**config.mk**
```make
export PLATFORM = sky130hd
export DESIGN_NAME = aes192_key_expansion_top
export DESIGN_NICKNAME = d
export VERILOG_FILES = /design/src/hdl/aes192ke_pkg.sv /design/src/hdl/aes192ke_word_unit.sv /design/src/hdl/aes192_key_expansion_top.sv
export VERILOG_INCLUDE_DIRS = /design/src /design/src/hdl
export SDC_FILE = /design/constraint.sdc
export NUM_CORES = 1
export LEC_CHECK = 0
export BUFFER_PORTS_ARGS = -buffer_cell sky130_fd_sc_hd__buf_2
export CORE_MARGIN = 5
export CORE_UTILIZATION = 45
export DETAILED_ROUTE_END_ITERATION = 16
export HOLD_SLACK_MARGIN = 0.12
export SYNTH_ARGS = -nofsm -noshare
export SYNTH_HDL_FRONTEND = slang
export SYNTH_SLANG_ARGS = --single-unit
```
**constraint.sdc**
```tcl
create_clock -name clk -period 14.2 [get_ports clk]
set_clock_uncertainty 0.2 [all_clocks]
set_input_delay 0 -clock clk [delete_from_list [all_inputs] [get_ports clk]]
set_output_delay 0 -clock clk [all_outputs]
set_load 0.02 [all_outputs]
```
**src/hdl/aes192_key_expansion_top_macros.svh**
```systemverilog
// assertion macros for the aes-192 key schedule block
// used by aes192_key_expansion_top; expects clk and rst in scope
`ifndef AES192_KEY_EXPANSION_TOP_MACROS_SVH
`define AES192_KEY_EXPANSION_TOP_MACROS_SVH

// condition in this cycle implies a consequence in the same cycle
`define AKE_ASSERT_NOW(lbl, cond, cons, msg) \
  lbl: assert property (@(posedge clk) disable iff (rst) (cond) |-> (cons)) \
    else $error(msg);

// condition in this cycle implies a consequence in the next cycle
`define AKE_ASSERT_NEXT(lbl, cond, cons, msg) \
  lbl: assert property (@(posedge clk) disable iff (rst) (cond) |=> (cons)) \
    else $error(msg);

`endif

```
**src/hdl/aes192ke_pkg.sv**
```systemverilog
// shared types, constants and s-box for the aes-192 key schedule
// no dependencies
package aes192ke_pkg;

  localparam int unsigned KeyWords   = 6;
  localparam int unsigned SchedWords = 52;
  localparam int unsigned WordW      = 32;
  localparam int unsigned CntW       = $clog2(SchedWords);
  localparam int unsigned PhaseW     = $clog2(KeyWords);

  localparam logic [CntW-1:0]   LAST_WORD  = CntW'(SchedWords - 1);
  localparam logic [PhaseW-1:0] LAST_PHASE = PhaseW'(KeyWords - 1);
  localparam logic [7:0]        RCON_FIRST = 8'h01;

  typedef enum logic {
    ST_IDLE,
    ST_RUN
  } seq_state_t;

  typedef struct packed {
    logic [63:0] key_upper;
    logic [63:0] key_middle;
    logic [63:0] key_lower;
  } key_item_t;

  typedef struct packed {
    logic [3:0]  round_index;
    logic [63:0] round_key_upper;
    logic [63:0] round_key_lower;
    logic        last_key;
  } round_key_item_t;

  // control from the sequencer to the word unit
  typedef struct packed {
    logic       sub_en;
    logic [7:0] rcon;
  } word_ctrl_t;

  localparam logic [7:0] SBOX [256] = '{
    8'h63,8'h7c,8'h77,8'h7b,8'hf2,8'h6b,8'h6f,8'hc5,8'h30,8'h01,8'h67,8'h2b,8'hfe,8'hd7,8'hab,8'h76,
    8'hca,8'h82,8'hc9,8'h7d,8'hfa,8'h59,8'h47,8'hf0,8'had,8'hd4,8'ha2,8'haf,8'h9c,8'ha4,8'h72,8'hc0,
    8'hb7,8'hfd,8'h93,8'h26,8'h36,8'h3f,8'hf7,8'hcc,8'h34,8'ha5,8'he5,8'hf1,8'h71,8'hd8,8'h31,8'h15,
    8'h04,8'hc7,8'h23,8'hc3,8'h18,8'h96,8'h05,8'h9a,8'h07,8'h12,8'h80,8'he2,8'heb,8'h27,8'hb2,8'h75,
    8'h09,8'h83,8'h2c,8'h1a,8'h1b,8'h6e,8'h5a,8'ha0,8'h52,8'h3b,8'hd6,8'hb3,8'h29,8'he3,8'h2f,8'h84,
    8'h53,8'hd1,8'h00,8'hed,8'h20,8'hfc,8'hb1,8'h5b,8'h6a,8'hcb,8'hbe,8'h39,8'h4a,8'h4c,8'h58,8'hcf,
    8'hd0,8'hef,8'haa,8'hfb,8'h43,8'h4d,8'h33,8'h85,8'h45,8'hf9,8'h02,8'h7f,8'h50,8'h3c,8'h9f,8'ha8,
    8'h51,8'ha3,8'h40,8'h8f,8'h92,8'h9d,8'h38,8'hf5,8'hbc,8'hb6,8'hda,8'h21,8'h10,8'hff,8'hf3,8'hd2,
    8'hcd,8'h0c,8'h13,8'hec,8'h5f,8'h97,8'h44,8'h17,8'hc4,8'ha7,8'h7e,8'h3d,8'h64,8'h5d,8'h19,8'h73,
    8'h60,8'h81,8'h4f,8'hdc,8'h22,8'h2a,8'h90,8'h88,8'h46,8'hee,8'hb8,8'h14,8'hde,8'h5e,8'h0b,8'hdb,
    8'he0,8'h32,8'h3a,8'h0a,8'h49,8'h06,8'h24,8'h5c,8'hc2,8'hd3,8'hac,8'h62,8'h91,8'h95,8'he4,8'h79,
    8'he7,8'hc8,8'h37,8'h6d,8'h8d,8'hd5,8'h4e,8'ha9,8'h6c,8'h56,8'hf4,8'hea,8'h65,8'h7a,8'hae,8'h08,
    8'hba,8'h78,8'h25,8'h2e,8'h1c,8'ha6,8'hb4,8'hc6,8'he8,8'hdd,8'h74,8'h1f,8'h4b,8'hbd,8'h8b,8'h8a,
    8'h70,8'h3e,8'hb5,8'h66,8'h48,8'h03,8'hf6,8'h0e,8'h61,8'h35,8'h57,8'hb9,8'h86,8'hc1,8'h1d,8'h9e,
    8'he1,8'hf8,8'h98,8'h11,8'h69,8'hd9,8'h8e,8'h94,8'h9b,8'h1e,8'h87,8'he9,8'hce,8'h55,8'h28,8'hdf,
    8'h8c,8'ha1,8'h89,8'h0d,8'hbf,8'he6,8'h42,8'h68,8'h41,8'h99,8'h2d,8'h0f,8'hb0,8'h54,8'hbb,8'h16
  };

  function automatic logic [7:0] sbox_lookup(input logic [7:0] x);
    return SBOX[x];
  endfunction

endpackage

```
**src/hdl/aes192ke_word_unit.sv**
```systemverilog
// shared word unit: next schedule word from the oldest and newest window words
// depends on aes192ke_pkg
module aes192ke_word_unit (
  input  logic [31:0]              oldest,
  input  logic [31:0]              newest,
  input  aes192ke_pkg::word_ctrl_t ctrl,
  output logic [31:0]              next_word
);
  import aes192ke_pkg::*;

  logic [31:0] rot;
  logic [31:0] sub;
  logic [31:0] t;

  // rotword then subword on the newest word
  assign rot = {newest[23:0], newest[31:24]};
  assign sub = {sbox_lookup(rot[31:24]), sbox_lookup(rot[23:16]),
                sbox_lookup(rot[15:8]), sbox_lookup(rot[7:0])};

  // round constant folds into the top byte on every sixth word
  assign t = ctrl.sub_en ? (sub ^ {ctrl.rcon, 24'h000000}) : newest;

  assign next_word = oldest ^ t;

endmodule

```
**src/hdl/aes192_key_expansion_top.sv**
```systemverilog
// aes-192 key schedule: one 192-bit key in, thirteen 128-bit round keys out
// depends on aes192ke_pkg, aes192ke_word_unit, aes192_key_expansion_top_macros.svh
//
//  channel   dir  handshake               payload
//  key       in   key_valid / key_ready   key_item_t (three 64-bit key parts)
//  rkey      out  rkey_valid / rkey_ready round_key_item_t (index, 2x64 bits, last)
//
// one schedule word per cycle from the shared word unit while the output is not held:
// 52 steps per key, which is taken in the idle state; each round key is registered
// at the output once its four words are gathered
// key_ready is high only while idle; the next key may enter as the last
// round key still waits in the output register
// a held rkey freezes the sequencer whenever a new round key completes
// reset clears the sequencer state and the output valid
module aes192_key_expansion_top (
  input  logic                          clk,
  input  logic                          rst,
  input  logic                          key_valid,
  output logic                          key_ready,
  input  aes192ke_pkg::key_item_t       key,
  output logic                          rkey_valid,
  input  logic                          rkey_ready,
  output aes192ke_pkg::round_key_item_t rkey
);
  import aes192ke_pkg::*;

  seq_state_t        state;
  seq_state_t        state_next;
  logic [WordW-1:0]  win [KeyWords];
  logic [WordW-1:0]  acc [3];
  logic [CntW-1:0]   wcnt;
  logic [PhaseW-1:0] phase;
  logic [7:0]        rcon;
  logic              key_take;
  logic              can_push;
  logic              step;
  logic              push;
  word_ctrl_t        wctrl;
  logic [WordW-1:0]  new_word;

  // sequencer control
  always_comb begin
    key_take   = key_valid && key_ready;
    can_push   = !rkey_valid || rkey_ready;
    step       = 1'b0;
    push       = 1'b0;
    state_next = state;
    case (state)
      ST_IDLE: begin
        if (key_valid) begin
          state_next = ST_RUN;
        end
      end
      ST_RUN: begin
        step = (wcnt[1:0] != 2'd3) || can_push;
        push = step && (wcnt[1:0] == 2'd3);
        if (step && wcnt == LAST_WORD) begin
          state_next = ST_IDLE;
        end
      end
      default: state_next = ST_IDLE;
    endcase
  end

  assign key_ready = (state == ST_IDLE);

  always_ff @(posedge clk) begin
    if (rst) begin
      state <= ST_IDLE;
    end else begin
      state <= state_next;
    end
  end

  // shared word unit
  assign wctrl.sub_en = (phase == '0);
  assign wctrl.rcon   = rcon;

  aes192ke_word_unit u_word (
    .oldest    (win[0]),
    .newest    (win[KeyWords-1]),
    .ctrl      (wctrl),
    .next_word (new_word)
  );

  // six-word window: load the key, then shift the oldest word out each step
  always_ff @(posedge clk) begin
    if (key_take) begin
      win[0] <= key.key_upper[63:32];
      win[1] <= key.key_upper[31:0];
      win[2] <= key.key_middle[63:32];
      win[3] <= key.key_middle[31:0];
      win[4] <= key.key_lower[63:32];
      win[5] <= key.key_lower[31:0];
      wcnt   <= '0;
      phase  <= '0;
      rcon   <= RCON_FIRST;
    end else if (step) begin
      for (int k = 0; k < KeyWords - 1; k++) begin
        win[k] <= win[k+1];
      end
      win[KeyWords-1] <= new_word;
      wcnt            <= wcnt + 1'b1;
      phase           <= (phase == LAST_PHASE) ? '0 : phase + 1'b1;
      if (phase == '0) begin
        rcon <= {rcon[6:0], 1'b0};
      end
    end
  end

  // gather three words; the fourth goes straight into the output item
  always_ff @(posedge clk) begin
    if (step && wcnt[1:0] != 2'd3) begin
      acc[wcnt[1:0]] <= win[0];
    end
  end

  // output register
  always_ff @(posedge clk) begin
    if (rst) begin
      rkey_valid <= 1'b0;
    end else if (push) begin
      rkey_valid <= 1'b1;
    end else if (rkey_ready) begin
      rkey_valid <= 1'b0;
    end
  end

  always_ff @(posedge clk) begin
    if (push) begin
      rkey.round_index     <= wcnt[CntW-1:2];
      rkey.round_key_upper <= {acc[0], acc[1]};
      rkey.round_key_lower <= {acc[2], win[0]};
      rkey.last_key        <= (wcnt == LAST_WORD);
    end
  end

`include "aes192_key_expansion_top_macros.svh"

  `AKE_ASSERT_NEXT(a_load_clears, key_take, state == ST_RUN && wcnt == '0 && phase == '0, "key load did not restart the schedule")
  `AKE_ASSERT_NEXT(a_stall_holds, state == ST_RUN && wcnt[1:0] == 2'd3 && rkey_valid && !rkey_ready, $stable(wcnt) && rkey_valid, "sequencer advanced over a held round key")
  `AKE_ASSERT_NOW(a_end_on_last, state == ST_RUN && state_next == ST_IDLE, push && wcnt == LAST_WORD, "schedule ended before the last round key")
  `AKE_ASSERT_NEXT(a_push_shows, push, rkey_valid && rkey.round_index == $past(wcnt[CntW-1:2]), "round key push not visible")

endmodule

```
==> results.sh <==
export IMPL_vias=30110
export IMPL_fin_crit_sh_pct=33.01
export IMPL_grt_pass1_wl_mm=192.6
export IMPL_drt_iter0_drc=4435
export IMPL_syn_inst=3262
export IMPL_max_freq_ghz=0.2133
export IMPL_yosysTopAreaCell="edfxtp_1"
export IMPL_post_route_drc_count=0
export IMPL_ys_flop_type="edfxtp_1"
export IMPL_rsz0062_at_grt="no"
export IMPL_synth_top_family_by_area="compound AO/OA/AOI/OAI gates"
export IMPL_switching_share_pct=40.27
export IMPL_p_leak_uw=0.01414
export IMPL_synth_compound_area_share_pct=20.68
export IMPL_die_y_um=269.2
export IMPL_cts_path_max_buffers=3
export IMPL_seqPwrFrac_pct=32.9
export IMPL_synth_nets=3522
export IMPL_cts_resized_gates=0
export IMPL_synth_adder_area_share_pct=2.648
export IMPL_reg2reg_to="win[0][175]"
export IMPL_cts_htree_levels=2
export IMPL_track_usage_pct=34.29
export IMPL_portBuffers=330
export IMPL_ys_seq_area_share_pct=43.07
export IMPL_fin_util_pct=55.51
export IMPL_nFillCells=5844
export IMPL_insertion_delay_ns=0.60
export IMPL_grt_pass1_vias=28610
export IMPL_rr_startpoint="win[0][160]"
export IMPL_relSlewSlack_pct=21.30
export IMPL_synthToLayoutAreaGrowth_pct=22.85
export IMPL_clock_sinks=440
export IMPL_syn_area_mm2=0.03024
export IMPL_criticalPathCategory="reg2reg"
export IMPL_synth_simple_area_share_pct=20.66
export IMPL_ios=331
export IMPL_startpoint="win[0][160]"
export IMPL_cts_tree="yes"
export IMPL_tightest_slew_ns=1.181
export IMPL_end_kind="flop"
export IMPL_synth_most_common_cell="nand2_1"
export IMPL_gp_congestion=1.028
export IMPL_core_mm2=0.06692
export IMPL_path_max_fanout=41
export IMPL_async_flop_share_pct=0
export IMPL_finalSetupViolations=0
export IMPL_hold_path_class="in2reg"
export IMPL_finalCriticalPeriod_ns=4.688
export IMPL_grt_overflow_total=0
export IMPL_rows=95
export IMPL_finalNetCount=3998
export IMPL_power_switching_uw=2017
export IMPL_path_clk_slew_ns=0.06
export IMPL_cap_viol_max_count=0
export IMPL_detail_route_antenna_nets=0
export IMPL_synth_edff_count=421
export IMPL_grt_max_degree=87
export IMPL_ys_seq_elements=440
export IMPL_synthTopCellsByCount="nand2_1, edfxtp_1, a21oi_1"
export IMPL_initial_core_util_pct=45.19
export IMPL_layout_drive_gt1_share_pct=16.01
export IMPL_wl_per_cell_um=28.09
export IMPL_cp_endpoint="win[0][175]"
export IMPL_power_density_mw_per_mm2=134.8
export IMPL_pwr_share_comb_pct=43.3
export IMPL_cts_buffers=46
export IMPL_synth_warnings=0
export IMPL_ir_worst_vdd_v=0.0001026
export IMPL_critPathRequiredTime_ns=14.33
export IMPL_reg2reg_depth=11
export IMPL_synth_area_per_cell_um2=9.270
export IMPL_startpoint_type="flop"
export IMPL_hpwlAfterDp_mm=87.64
export IMPL_cts_root_buf="clkbuf_16"
export IMPL_ys_top_cells_by_area="edfxtp_1, nand2_1, mux4_2, a21oi_1, o21ai_0"
export IMPL_synthMuxAreaShare_pct=6.223
export IMPL_totalWireLength_mm=130.7
export IMPL_vias_per_cell=6.469
export IMPL_postCtsSetupRepairBufs=0
export IMPL_run_status="finished, final reports clean"
export IMPL_drt_pass1_iterations=9
export IMPL_synth_xor_area_share_pct=1.101
export IMPL_clkPwrFrac_pct=23.7
export IMPL_rrSetupSlack_ns=9.51
export IMPL_hold_slack_ns=0.1282
export IMPL_dieArea_mm2=0.07248
export IMPL_die_x_um=269.2
export IMPL_worstPathArrival_ns=4.82
export IMPL_antenna_found_initial=11
export IMPL_p_int_uw=2991
export IMPL_postCtsHoldBufs=369
export IMPL_hold_viol=0
export IMPL_yosysTopAreaCellShare_pct=41.81
export IMPL_slew_violations=0
export IMPL_setup_tns_ns=0
export IMPL_ys_types=96
-- power groups by stage --
stage	clock network, uW	logic (uW)	registers, uW
global placement	0	2020	1670
floorplan	0	1410	1640
CTS	1200	2090	1650
global route	1260	2290	1660
detailed placement	0	2000	1670
finish	1190	2170	1650
-- kinds of logic (layout without fill, tap and decap cells) --
family / after synthesis / in the layout
compound gates: 907 / 907
other cells: 0 / 9
mux: 105 / 105
xor+xnor: 38 / 38
flops: 440 / 440
simple gates: 1328 / 1328
buf+inv: 380 / 890
fa+ha+maj: 64 / 64
-- placed cells by master (no fill, tap or decap), types with 17 or more instances in the layout --
cell type / instances
a31oi_1: 44
o211ai_1: 52
a311oi_1: 50
and2_1: 34
clkbuf_16: 46
xor2_1: 17
ha_1: 64
edfxtp_1: 421
o31ai_1: 29
o311ai_0: 42
nor3_1: 87
o31a_1: 17
a211oi_1: 54
or2_2: 18
a21oi_1: 183
xnor2_1: 21
and3_1: 23
buf_4: 63
inv_1: 34
nand3_1: 80
dfxtp_1: 19
buf_2: 330
a21o_1: 24
mux4_2: 65
nand2b_1: 110
nor2b_1: 71
nand2_1: 629
mux2i_1: 26
nor2_1: 148
o21ai_0: 179
a221oi_1: 23
or3_1: 27
dlygate4sd3_1: 370
-- worst min-delay path by stage --
stage	from	to	slack, ns	cells after the start
4_1_cts	key[63]	win[0][159]	0.12	4
2_1_floorplan	rst	rkey_valid	-0.13	1
3_5_place_dp	rst	rkey_valid	-0.02	2
6_report	key[61]	win[0][157]	0.13	4
3_3_place_gp	rst	rkey_valid	-0.02	2
5_1_grt	key[63]	win[0][159]	0.12	4
-- registers in the layout, indices dropped and copies added, names as in the netlist --
name and count:
wcnt 6, acc 96, rcon 8, rkey_valid 1, phase 3, rkey 133
win 192, state 1
-- layout make-up --
cell class / count / area (um2) / area share [%]
antenna: 9 / 22.52 / 0.06062
sequential: 440 / 13020 / 35.05
timing repair buffer: 763 / 5828 / 15.69
tap: 873 / 1092 / 2.940
clock buffer: 55 / 1185 / 3.190
multi-input combinational: 2442 / 15560 / 41.87
inverter: 45 / 168.9 / 0.4547
clock inverter: 27 / 274.0 / 0.7376
-- routing by layer --
layer / track usage [%] / vias to the layer above / routed length [um]
met5: 0 / - / 52
met4: 12.42 / 4 / 5837
li1: - / 13120 / -
met3: 8.482 / 342 / 13860
met1: 47.60 / 14650 / 53160
met2: 52.61 / 1991 / 57800
-- per-stage QoR --
stage,power [uW],worst slack [ns],cells,instance area [um2]
2_1_floorplan,3046,6.446,3262,30240
3_3_place_gp,3692,9.580,4193,31960
3_5_place_dp,3672,9.492,4193,31960
4_1_cts,4940,9.479,4644,37120
5_1_grt,5209,9.256,4653,37150
6_report,5008,9.512,4654,37150
-- critical path, stage by stage, from the launching register on --
cell	delay, ns
edfxtp_1	0.32
buf_4	0.39
inv_1	0.27
ha_1	0.53
nor2b_1	0.83
nor3_1	0.17
a221o_1	0.31
mux4_2	0.45
mux4_2	0.49
mux2i_1	0.18
xor2_1	0.16
o21ai_0	0.09
No activity file was read; power rests on OpenSTA's default activity.
